File: src/rtl/itwt_pkg.sv
// shared types and constants for the integer to word tokens block
`timescale 1ns / 1ps

package itwt_pkg;

  localparam int unsigned VALUE_W = 31;                 // input integer width
  localparam int unsigned WORD_W  = 5;                  // token code width
  localparam int unsigned NDIG    = 10;                 // decimal digits of a 31-bit value
  localparam int unsigned BCD_W   = 4 * NDIG;           // packed bcd width
  localparam int unsigned GRP_W   = 12;                 // three digits per group
  localparam int unsigned NGRP    = 4;                  // billions .. units
  localparam int unsigned SEQ_W   = GRP_W * NGRP;       // padded bcd in the sequencer
  localparam int unsigned CNT_W   = $clog2(VALUE_W);    // shift counter width
  localparam int unsigned GIDX_W  = $clog2(NGRP);

  localparam logic [WORD_W-1:0] TOK_ZERO    = 5'd0;
  localparam logic [WORD_W-1:0] TOK_HUNDRED = 5'd28;
  localparam logic [WORD_W-1:0] TEEN_BASE   = 5'd10;
  localparam logic [WORD_W-1:0] TENS_BASE   = 5'd18;
  localparam logic [WORD_W-1:0] SCALE_BASE  = 5'd28;

  typedef enum logic [1:0] {
    ST_IDLE,
    ST_CONV,
    ST_EMIT
  } top_state_e;

  typedef enum logic [2:0] {
    SL_IDLE,
    SL_HUND,
    SL_HWORD,
    SL_TENS,
    SL_ONES,
    SL_SCALE,
    SL_FLUSH
  } slot_e;

  typedef struct packed {
    logic              valid;
    logic [WORD_W-1:0] word;
    logic              last;
  } tok_t;

endpackage

File: src/rtl/itwt_bcd.sv
// bit-serial binary to bcd converter (shift and add-3)
`timescale 1ns / 1ps

module itwt_bcd import itwt_pkg::*; (
  input  logic               clk_i,
  input  logic               rst_ni,
  input  logic               load_i,
  input  logic [VALUE_W-1:0] value_i,
  output logic               done_o,
  output logic [BCD_W-1:0]   bcd_o
);

  logic [VALUE_W-1:0] bin_q, bin_d;
  logic [BCD_W-1:0]   bcd_q, bcd_d;
  logic [CNT_W-1:0]   cnt_q, cnt_d;
  logic               run_q, run_d;
  logic               done_q, done_d;
  logic [BCD_W-1:0]   adj;

  // add 3 to every digit of 5 or more before the shift
  always_comb begin
    for (int i = 0; i < NDIG; i++) begin
      if (bcd_q[4*i +: 4] >= 4'd5) begin
        adj[4*i +: 4] = bcd_q[4*i +: 4] + 4'd3;
      end else begin
        adj[4*i +: 4] = bcd_q[4*i +: 4];
      end
    end
  end

  always_comb begin
    bin_d  = bin_q;
    bcd_d  = bcd_q;
    cnt_d  = cnt_q;
    run_d  = run_q;
    done_d = 1'b0;
    if (load_i) begin
      bin_d = value_i;
      bcd_d = '0;
      cnt_d = '0;
      run_d = 1'b1;
    end else if (run_q) begin
      bcd_d = {adj[BCD_W-2:0], bin_q[VALUE_W-1]};
      bin_d = {bin_q[VALUE_W-2:0], 1'b0};
      cnt_d = cnt_q + 1'b1;
      if (cnt_q == CNT_W'(VALUE_W - 1)) begin
        run_d  = 1'b0;
        done_d = 1'b1;
      end
    end
  end

  always_ff @(posedge clk_i or negedge rst_ni) begin
    if (!rst_ni) begin
      cnt_q  <= '0;
      run_q  <= 1'b0;
      done_q <= 1'b0;
    end else begin
      cnt_q  <= cnt_d;
      run_q  <= run_d;
      done_q <= done_d;
    end
  end

  always_ff @(posedge clk_i) begin
    bin_q <= bin_d;
    bcd_q <= bcd_d;
  end

  assign done_o = done_q;
  assign bcd_o  = bcd_q;

endmodule

File: src/rtl/itwt_seq.sv
// token sequencer: walks the digit groups one slot per cycle
`timescale 1ns / 1ps

module itwt_seq import itwt_pkg::*; (
  input  logic             clk_i,
  input  logic             rst_ni,
  input  logic             start_i,
  input  logic [BCD_W-1:0] bcd_i,
  output tok_t             tok_o
);

  slot_e             slot_q, slot_d;
  logic [SEQ_W-1:0]  grp_q, grp_d;
  logic [GIDX_W-1:0] gidx_q, gidx_d;
  logic              pend_v_q, pend_v_d;
  logic [WORD_W-1:0] pend_w_q, pend_w_d;
  tok_t              tok_q, tok_d;

  logic [3:0]        dig_h, dig_t, dig_o;
  logic              grp_nz;
  logic              emit_v;
  logic [WORD_W-1:0] emit_w;

  // current group sits in the top twelve bits
  assign dig_h  = grp_q[SEQ_W-1   -: 4];
  assign dig_t  = grp_q[SEQ_W-5   -: 4];
  assign dig_o  = grp_q[SEQ_W-9   -: 4];
  assign grp_nz = |grp_q[SEQ_W-1 -: GRP_W];

  always_comb begin
    emit_v = 1'b0;
    emit_w = TOK_ZERO;
    case (slot_q)
      SL_HUND: begin
        emit_v = (dig_h != 4'd0);
        emit_w = {1'b0, dig_h};
      end
      SL_HWORD: begin
        emit_v = (dig_h != 4'd0);
        emit_w = TOK_HUNDRED;
      end
      SL_TENS: begin
        if (dig_t == 4'd1) begin
          emit_v = 1'b1;
          emit_w = {1'b0, dig_o} + TEEN_BASE;
        end else if (dig_t >= 4'd2) begin
          emit_v = 1'b1;
          emit_w = {1'b0, dig_t} + TENS_BASE;
        end else begin
          emit_v = (dig_o != 4'd0);
          emit_w = {1'b0, dig_o};
        end
      end
      SL_ONES: begin
        emit_v = (dig_t >= 4'd2) && (dig_o != 4'd0);
        emit_w = {1'b0, dig_o};
      end
      SL_SCALE: begin
        emit_v = grp_nz && (gidx_q != '0);
        emit_w = SCALE_BASE + WORD_W'(gidx_q);
      end
      default: begin
        emit_v = 1'b0;
        emit_w = TOK_ZERO;
      end
    endcase
  end

  // one-token delay lets the last token be known when it leaves
  always_comb begin
    slot_d   = slot_q;
    grp_d    = grp_q;
    gidx_d   = gidx_q;
    pend_v_d = pend_v_q;
    pend_w_d = pend_w_q;
    tok_d    = '0;
    tok_d.word = pend_w_q;

    if (emit_v) begin
      tok_d.valid = pend_v_q;
      tok_d.word  = pend_w_q;
      pend_v_d    = 1'b1;
      pend_w_d    = emit_w;
    end

    case (slot_q)
      SL_IDLE: begin
        if (start_i) begin
          slot_d   = SL_HUND;
          grp_d    = {{(SEQ_W-BCD_W){1'b0}}, bcd_i};
          gidx_d   = GIDX_W'(NGRP - 1);
          pend_v_d = 1'b0;
        end
      end
      SL_HUND:  slot_d = SL_HWORD;
      SL_HWORD: slot_d = SL_TENS;
      SL_TENS:  slot_d = SL_ONES;
      SL_ONES:  slot_d = SL_SCALE;
      SL_SCALE: begin
        if (gidx_q == '0) begin
          slot_d = SL_FLUSH;
        end else begin
          slot_d = SL_HUND;
          gidx_d = gidx_q - 1'b1;
          grp_d  = {grp_q[SEQ_W-GRP_W-1:0], {GRP_W{1'b0}}};
        end
      end
      SL_FLUSH: begin
        // no token pending means the value was zero
        slot_d      = SL_IDLE;
        tok_d.valid = 1'b1;
        tok_d.last  = 1'b1;
        tok_d.word  = pend_v_q ? pend_w_q : TOK_ZERO;
        pend_v_d    = 1'b0;
      end
      default: slot_d = SL_IDLE;
    endcase
  end

  always_ff @(posedge clk_i or negedge rst_ni) begin
    if (!rst_ni) begin
      slot_q   <= SL_IDLE;
      gidx_q   <= '0;
      pend_v_q <= 1'b0;
      tok_q    <= '0;
    end else begin
      slot_q   <= slot_d;
      gidx_q   <= gidx_d;
      pend_v_q <= pend_v_d;
      tok_q    <= tok_d;
    end
  end

  always_ff @(posedge clk_i) begin
    grp_q    <= grp_d;
    pend_w_q <= pend_w_d;
  end

  assign tok_o = tok_q;

endmodule

File: src/rtl/integer_to_word_tokens.sv
// top level: spells a 31-bit integer as a run of english word tokens
`timescale 1ns / 1ps

// a transaction is taken when start is high and busy is low; the block then
// stays busy while the bit-serial binary to bcd converter runs (one input
// bit per cycle) and the sequencer then visits five token slots in each of
// the four digit groups, one slot per cycle, and a final flush slot. tokens
// come out on word_o and last_word_o, each for exactly one cycle with
// result_valid_o high; the receiver must take them as they come.
// last_word_o marks the final token, and busy drops the cycle after it, so
// the next transaction can be taken then. zero gives the single token zero.

module integer_to_word_tokens import itwt_pkg::*; (
  input  logic               clk_i,
  input  logic               rst_ni,
  input  logic               start,
  output logic               busy,
  input  logic [VALUE_W-1:0] value_i,
  output logic               result_valid_o,
  output logic [WORD_W-1:0]  word_o,
  output logic               last_word_o
);

  top_state_e       state_q, state_d;
  logic             load;
  logic             conv_done;
  logic [BCD_W-1:0] bcd;
  tok_t             tok;

  // transaction accepted
  assign load = start && (state_q == ST_IDLE);

  itwt_bcd u_bcd (
    .clk_i   (clk_i),
    .rst_ni  (rst_ni),
    .load_i  (load),
    .value_i (value_i),
    .done_o  (conv_done),
    .bcd_o   (bcd)
  );

  // conversion done kicks the sequencer with the finished digits
  itwt_seq u_seq (
    .clk_i   (clk_i),
    .rst_ni  (rst_ni),
    .start_i (conv_done),
    .bcd_i   (bcd),
    .tok_o   (tok)
  );

  always_comb begin
    state_d = state_q;
    case (state_q)
      ST_IDLE: if (start) state_d = ST_CONV;
      ST_CONV: if (conv_done) state_d = ST_EMIT;
      // the flagged final token ends the run
      ST_EMIT: if (tok.valid && tok.last) state_d = ST_IDLE;
      default: state_d = ST_IDLE;
    endcase
  end

  always_ff @(posedge clk_i or negedge rst_ni) begin
    if (!rst_ni) begin
      state_q <= ST_IDLE;
    end else begin
      state_q <= state_d;
    end
  end

  assign busy           = (state_q != ST_IDLE);
  assign result_valid_o = tok.valid;
  assign word_o         = tok.word;
  assign last_word_o    = tok.last;

endmodule

File: config.mk
export PLATFORM = sky130hd
export DESIGN_NAME = integer_to_word_tokens
export DESIGN_NICKNAME = d
export VERILOG_FILES = /design/src/rtl/itwt_pkg.sv /design/src/rtl/itwt_bcd.sv /design/src/rtl/itwt_seq.sv /design/src/rtl/integer_to_word_tokens.sv
export SDC_FILE = /design/constraint.sdc
export NUM_CORES = 1
export LEC_CHECK = 0
export ABC_AREA = 1
export CAP_MARGIN = 10
export CELL_PAD_IN_SITES_DETAIL_PLACEMENT = 0
export CELL_PAD_IN_SITES_GLOBAL_PLACEMENT = 2
export CORE_ASPECT_RATIO = 1.75
export CORE_MARGIN = 5
export CORE_UTILIZATION = 39
export DETAILED_ROUTE_END_ITERATION = 16
export DONT_BUFFER_PORTS = 1
export PLACE_DENSITY_LB_ADDON = 0.1
export SYNTH_ARGS = -nofsm -noshare
export SYNTH_HDL_FRONTEND = slang
export SYNTH_HIERARCHICAL = 1
export SYNTH_SLANG_ARGS = --single-unit
File: constraint.sdc
create_clock -name clk_i -period 3.3 [get_ports clk_i]
set_clock_uncertainty 0.2 [all_clocks]
set_input_delay 0.165 -clock clk_i [delete_from_list [all_inputs] [get_ports clk_i]]
set_output_delay 0.165 -clock clk_i [all_outputs]
set_load 0.01 [all_outputs]
## Word level (Yosys, flattened, before mapping)

Cells that the tools add are included.

| word-level totals | value |
|---|---|
| register bits after elaboration | 146 |
| input bits | 34 |
| output and inout port bits | 8 |
| logic and storage cells | 117 |

| cells by class | value |
|---|---|
| add/subtract/negate cells | 15 |
| $lt $le $gt $ge | 11 |
| eq/ne operators | 15 |
| muxes and demuxes | 45 |
| reductions and logical operators | 17 |

Operators by type and width:

| cell | count |
|---|---|
| $mux 48 | 2 |
| $pmux 48 s2 | 1 |
| $mux 31 | 2 |
| $ge 4x3->1 const B | 10 |
| $add 4x2->4 const B | 9 |
| $mux 4 | 9 |
| $mux 5 | 5 |
| $pmux 5 s5 | 1 |
| $pmux 3 s6 | 1 |
| $reduce_or 12->1 | 1 |
| $mux 1 | 10 |
| $mux 2 | 5 |
| $eq 3x3->1 const B | 3 |
| $mux 3 | 3 |
| $ne 2x2->1 const B | 4 |
| $reduce_bool 2->1 | 4 |
| $reduce_bool 4->1 | 2 |
| $mux 7 | 1 |
| $eq 3x2->1 const B | 2 |
| $mux 6 | 1 |
| $pmux 2 s3 | 1 |
| $reduce_and 3->1 | 2 |
| $add 4x4->5 const B | 1 |
| $add 4x5->5 const B | 1 |
| 18 further kinds | 22 |

## Logic depth before layout (Yosys ltp)

| depth | value |
|---|---|
| word-level depth | 7 |
| mapped depth | 10 |
| mapped depth without buffers | 9 |

## By module

Netlist, hierarchy kept.

Modules (own cells, without submodules):

| module | times used | cells an instance | area an instance (um2) | seq. area each (um2) |
|---|---|---|---|---|
| itwt_bcd | 1 | 526 | 3,928.8 | 1,906.8 |
| itwt_seq | 1 | 327 | 3,080.5 | 1,916.8 |
| integer_to_word_tokens | 1 | 13 | 103.8 | 50.0 |

## Worst setup path before layout

No wires, ideal clock.

| timing | value |
|---|---|
| path type | register to register |
| start point | register u_seq.slot_q[0] |
| end point | register u_seq.grp_q[0] (enable) |
| setup time | 420 ps |
| arrival | 2,150 ps |
| required time | 2,680 ps |
| setup slack | 530 ps |
| cell stages (with the launch flop) | 5 |
| path buffers | 1 |
| clock period less this slack | 2,770 ps |
| cell sequence | dfrtp_1 -> buf_4 -> nor2_2 -> nand2_2 -> a211oi_4 |

| between the ends | value |
|---|---|
| cells in the longest elaborated chain, start to end | 3 |
| elaborated cells between the ends (all ways) | 6 |
| classes of those cells | eq/ne: 3; reduce/logical: 3 |

RTL lines:

| what | RTL line | RTL |
|---|---|---|
| start: declaration | itwt_seq.sv:12 | `slot_e slot_q, slot_d;` |
| start signal: assignment | itwt_seq.sv:127 | `slot_q <= slot_d;` |
| $eq 3x3->1 or $logic_not 3->1 (tied branches) | itwt_seq.sv:86 | `case (slot_q)` |
| $ne 2x2->1 (no source line) or $reduce_bool 2->1 (tied branches) | -- |  |
| $reduce_and 3->1 (no source line) (*) | -- |  |
| end signal: assignment | itwt_seq.sv:135 | `grp_q <= grp_d;` |
| end: declaration | itwt_seq.sv:13 | `logic [SEQ_W-1:0] grp_q, grp_d;` |

Mark *: on every way between the ends. The rest lies on a longest branch, timed or not.
A chain may end at the register's enable or synchronous reset.

## Worst setup path after layout

| timing | value |
|---|---|
| start point | register u_seq.slot_q[2] |
| end point | register u_seq.grp_q[11] (enable) |

The elaborated chain is that of the path after synthesis.

==> impl_summary.md <==
Pwr
The cell leakage power is 3.980 nW. For this design the ratio of total power to cell area is 1079 mW/mm². After layout, the design draws a total of 0.008954 W. The highest ir drop seen on vdd is 0.4089 mV.

GRT
The global-route wire length before repair is 26210 µm. The number of global-route vias before repair was 5472. The number of antenna violations at the first check in global routing was 0.

Entering global routing, the biggest net connects 53 pins. The aggregate global-route resource usage is 15.54%. Global routing finished with a remaining overflow of 0.

Timing
Setup repair after global routing left no endpoint under its margin. The number of hold-slack violations in the final timing report is 0. The minimum setup slack in the final design is 1.061 ns.

The final setup TNS is 0 ns. For the pin with the worst max-slew slack, the measured transition is 1.010 ns. The post-route fraction of the period consumed by the critical path is 67.86%. For this run, the top clock speed supported by timing is about 0.45 GHz. Hold timing on the final database bottoms out at a slack of 0.1744 ns.

The smallest clock period supported by the final layout is computed as 2.239 ns. The relative slew slack is about a third. The number of max-slew violations in the final report came to 0. Setup violations remaining at the end of the flow were counted as 0.

Logic synthesis
The leading register cell type out of synthesis is sky130_fd_sc_hd__edfxtp_1. Counting every net in the synthesized netlist gives 927. For this run, asynchronously set or reset flops after synthesis account for 15.07%.

Sequential cells were found to cover 54.46% of the synthesized design area. Counting distinct cell types in the post-synthesis netlist gives 34. The cell area that synthesis handed to floorplanning was 0.007113 mm². The cell count after synthesis is between 800 and 900. Summed over its instances, the top area cell type makes up 35.46% of the synthesized netlist area.

Synthesis inferred about 150 register bits. Counting flops with a built-in enable in the synthesized netlist gives 84. By area the synthesized netlist is led by sky130_fd_sc_hd__edfxtp_1 35%, sky130_fd_sc_hd__nand2_1 20%, sky130_fd_sc_hd__dfxtp_1 11%, sky130_fd_sc_hd__dfrtp_1 7.7%, sky130_fd_sc_hd__nand3_1 5.7%. The largest area contributor in the netlist is sky130_fd_sc_hd__edfxtp_1. The mean cell area of the mapped netlist is 8.214 µm². The warning count from the yosys run is 6.

Critical path
The slowest stage of the critical path belongs to the cell sky130_fd_sc_hd__buf_4. The delay of the slowest critical-path stage is 0.56 ns. The worst setup path startpoint is u_seq/slot_q[2]. The sort of element at the end of the critical path is a register. The data arrival at the endpoint of the critical path is 2.08 ns. The cell family with the largest share of critical-path delay is buffers and inverters. The largest fanout on the critical path is 52. The critical path ends at u_seq/grp_q[11]. The worst register-to-register path has a setup slack of 1.06 ns. The combined buffer and inverter count along the critical path is 1. By startpoint and endpoint, the worst setup path is classified as reg2reg. The required time of the critical path is 3.14 ns. STA classifies the critical path startpoint as a register.

The worst register-to-register path begins at u_seq/slot_q[2]. Traced cell by cell, the critical path runs through nand3_4, nor2_2, a211oi_4, buf_4. The path depth of the worst reg2reg path is 4. The worst register-to-register path ends at u_seq/grp_q[11]. The critical path runs through a total of 4 cells.

Floorplan
The die height is between 150 and 200 µm. In this run the count of I/O pins placed on the die edge is 42. The die covers 0.02115 mm². The initial cell density of the core is 39.58%. The horizontal die dimension is 112.1 µm.

The region available for standard cell placement spans 0.01797 mm². In this run the core area contains 65 standard-cell rows.

Routing
The routed wire length is 15790 µm. Dividing the detail-routed via count by the number of cells gives around 4.7. In the final routed layout, each cell accounts on average for 13.75 µm. The violation count after the first detailed-routing iteration is between 200 and 300.

The number of DRC violations after detailed routing is 0. Across all layers, the routed design uses 5431 vias. The count of antenna-violating nets left after detailed routing is 0. The iteration count of the initial detailed-routing pass is 5.

Placed design
The pre-CTS worst setup slack is 1.069 ns. After legalization and detailed placement, the total HPWL measured 10840 µm. Routability-driven placement finished with a final weighted congestion of 0.8248.

The number of port buffers is 0.

Clocking
Counting along the longest clock path gives a buffer depth of 2. The tree built by TritonCTS fans out to 146 sinks. In this run the number of H-tree levels came out at 4. Clock tree synthesis selected as its root buffer the cell sky130_fd_sc_hd__clkbuf_16. The TritonCTS clock tree is built. Clock-pin slew was measured on the worst setup and hold paths at 0.06 ns.

At the later pin of the worst-skew pair, clock insertion delay measures between 0.4 and 0.5 ns. TritonCTS created 17 clock buffers.

Final layout
The number of nets in the finished design is 962. The fraction of final layout cells with drive strength greater than 1 is 7.549%. Cells fill 46.15% of the core in the end. Leaving out fill and tap cells, the most frequent cells in the layout are 384 x sky130_fd_sc_hd__nand2_1, 84 x sky130_fd_sc_hd__edfxtp_1, 81 x sky130_fd_sc_hd__nand3_1, 79 x sky130_fd_sc_hd__inv_1, 40 x sky130_fd_sc_hd__dfxtp_1. 0 antenna diodes ended up in the layout. The filler cell count in the final layout is around 1800.

The synthesis-to-finish area growth is 16.62%. The library cell used most frequently in the layout, excluding fill and tap cells, is sky130_fd_sc_hd__nand2_1.

Flow run
The number of maximum-capacitance violations is 0.

Outcome
The flow ran to the end, and the final reports show no timing, DRC or antenna violations.

Hold path
The type of the most critical hold path is in2async.
-- worst reg2reg max path, cell delays in order (launching register included) --
cell and delay (ns):
sky130_fd_sc_hd__dfrtp_1 0.50, sky130_fd_sc_hd__nand3_4 0.27, sky130_fd_sc_hd__nor2_2 0.10, sky130_fd_sc_hd__a211oi_4 0.21, sky130_fd_sc_hd__buf_4 0.56
-- cell usage after synthesis (2+ instances only) --
library cell / count
sky130_fd_sc_hd__nand2_1: 384
sky130_fd_sc_hd__edfxtp_1: 84
sky130_fd_sc_hd__nand3_1: 81
sky130_fd_sc_hd__inv_1: 79
sky130_fd_sc_hd__dfxtp_1: 40
sky130_fd_sc_hd__nor2_1: 38
sky130_fd_sc_hd__ha_1: 27
sky130_fd_sc_hd__dfrtp_1: 22
sky130_fd_sc_hd__o21ai_0: 22
sky130_fd_sc_hd__inv_2: 18
sky130_fd_sc_hd__buf_2: 14
sky130_fd_sc_hd__a21oi_1: 11
sky130_fd_sc_hd__clkbuf_1: 6
sky130_fd_sc_hd__nor2_2: 6
sky130_fd_sc_hd__a31oi_1: 5
sky130_fd_sc_hd__nor3_1: 4
sky130_fd_sc_hd__o21ai_1: 4
sky130_fd_sc_hd__buf_4: 3
sky130_fd_sc_hd__nand2_2: 2
sky130_fd_sc_hd__o211ai_1: 2
-- timing repair --
item,in CTS,in global routing
hold buffers,33,0
setup buffers,0,0
hold endpoints to repair,55,0
gates resized for setup,0,0
-- cell type report --
| type | instances | area [µm²] | share of cell area [%] |
|---|---|---|---|
| Clock inverter | 11 | 176.4 | 2.127 |
| Inverter | 98 | 367.9 | 4.434 |
| Multi-Input combinational cell | 597 | 2744 | 33.08 |
| Tap cell | 234 | 292.8 | 3.529 |
| Timing Repair Buffer | 41 | 390.4 | 4.706 |
| Clock buffer | 21 | 450.4 | 5.430 |
| Sequential cell | 146 | 3874 | 46.70 |
-- how the worst min path moves through the flow --
stage	slack, ns	endpoint	cells past startpoint	start
final	0.17	u_bcd/cnt_q[4]	1	rst_ni
after global routing	0.27	u_seq/tok_o[0]	1	rst_ni
after CTS	0.20	u_seq/slot_q[0]	1	rst_ni
after detailed placement	-0.33	u_bcd/cnt_q[0]	0	rst_ni
after global placement	-0.33	u_bcd/cnt_q[0]	0	rst_ni
after floorplan	-0.33	state_q[0]	0	rst_ni
-- through the flow --
stage / cell area, µm² / instances
4_1_cts: 8295 / 1148
2_1_floorplan: 7113 / 866
3_5_place_dp: 7338 / 1083
5_1_grt: 8295 / 1148
3_3_place_gp: 7338 / 1083
6_report: 8295 / 1148
-- where the power goes --
| group | internal (W) | switching, W |
|---|---|---|
| combinational | 0.00108 | 0.00208 |
| clock | 0.00130 | 0.000760 |
| sequential | 0.00313 | 0.000608 |
| total | 0.00551 | 0.00345 |
-- registers in the layout, indices dropped and copies added (netlist names) --
register / cells
u_bcd/bin_q: 31
u_bcd/cnt_q: 5
u_bcd/done_o: 1
u_seq/tok_o: 7
u_seq/pend_w_q: 5
u_seq/grp_q: 48
u_bcd/bcd_o: 40
state_q: 2
u_seq/pend_v_q: 1
u_bcd/run_q: 1
u_seq/slot_q: 3
u_seq/gidx_q: 2
-- cell families (layout without fill, tap and decap cells) --
family	Yosys count	in the layout	share of synthesized area (%)
buffers and inverters	123	171	7.001
adders and majority gates	27	27	4.749
xor gates and xnor gates	1	1	0.1232
and+or+nand+nor	521	521	29.78
DFF	146	146	54.46
AOI/OAI and AO/OA	48	48	3.887
-- layer usage --
metal / track usage [%] / routed length (µm)
met5: 0 / 0
met4: 5.646 / 225
met3: 2.506 / 360
met2: 30.32 / 8870
met1: 16.40 / 6332
Note: power is estimated with default switching activity, not from simulation.
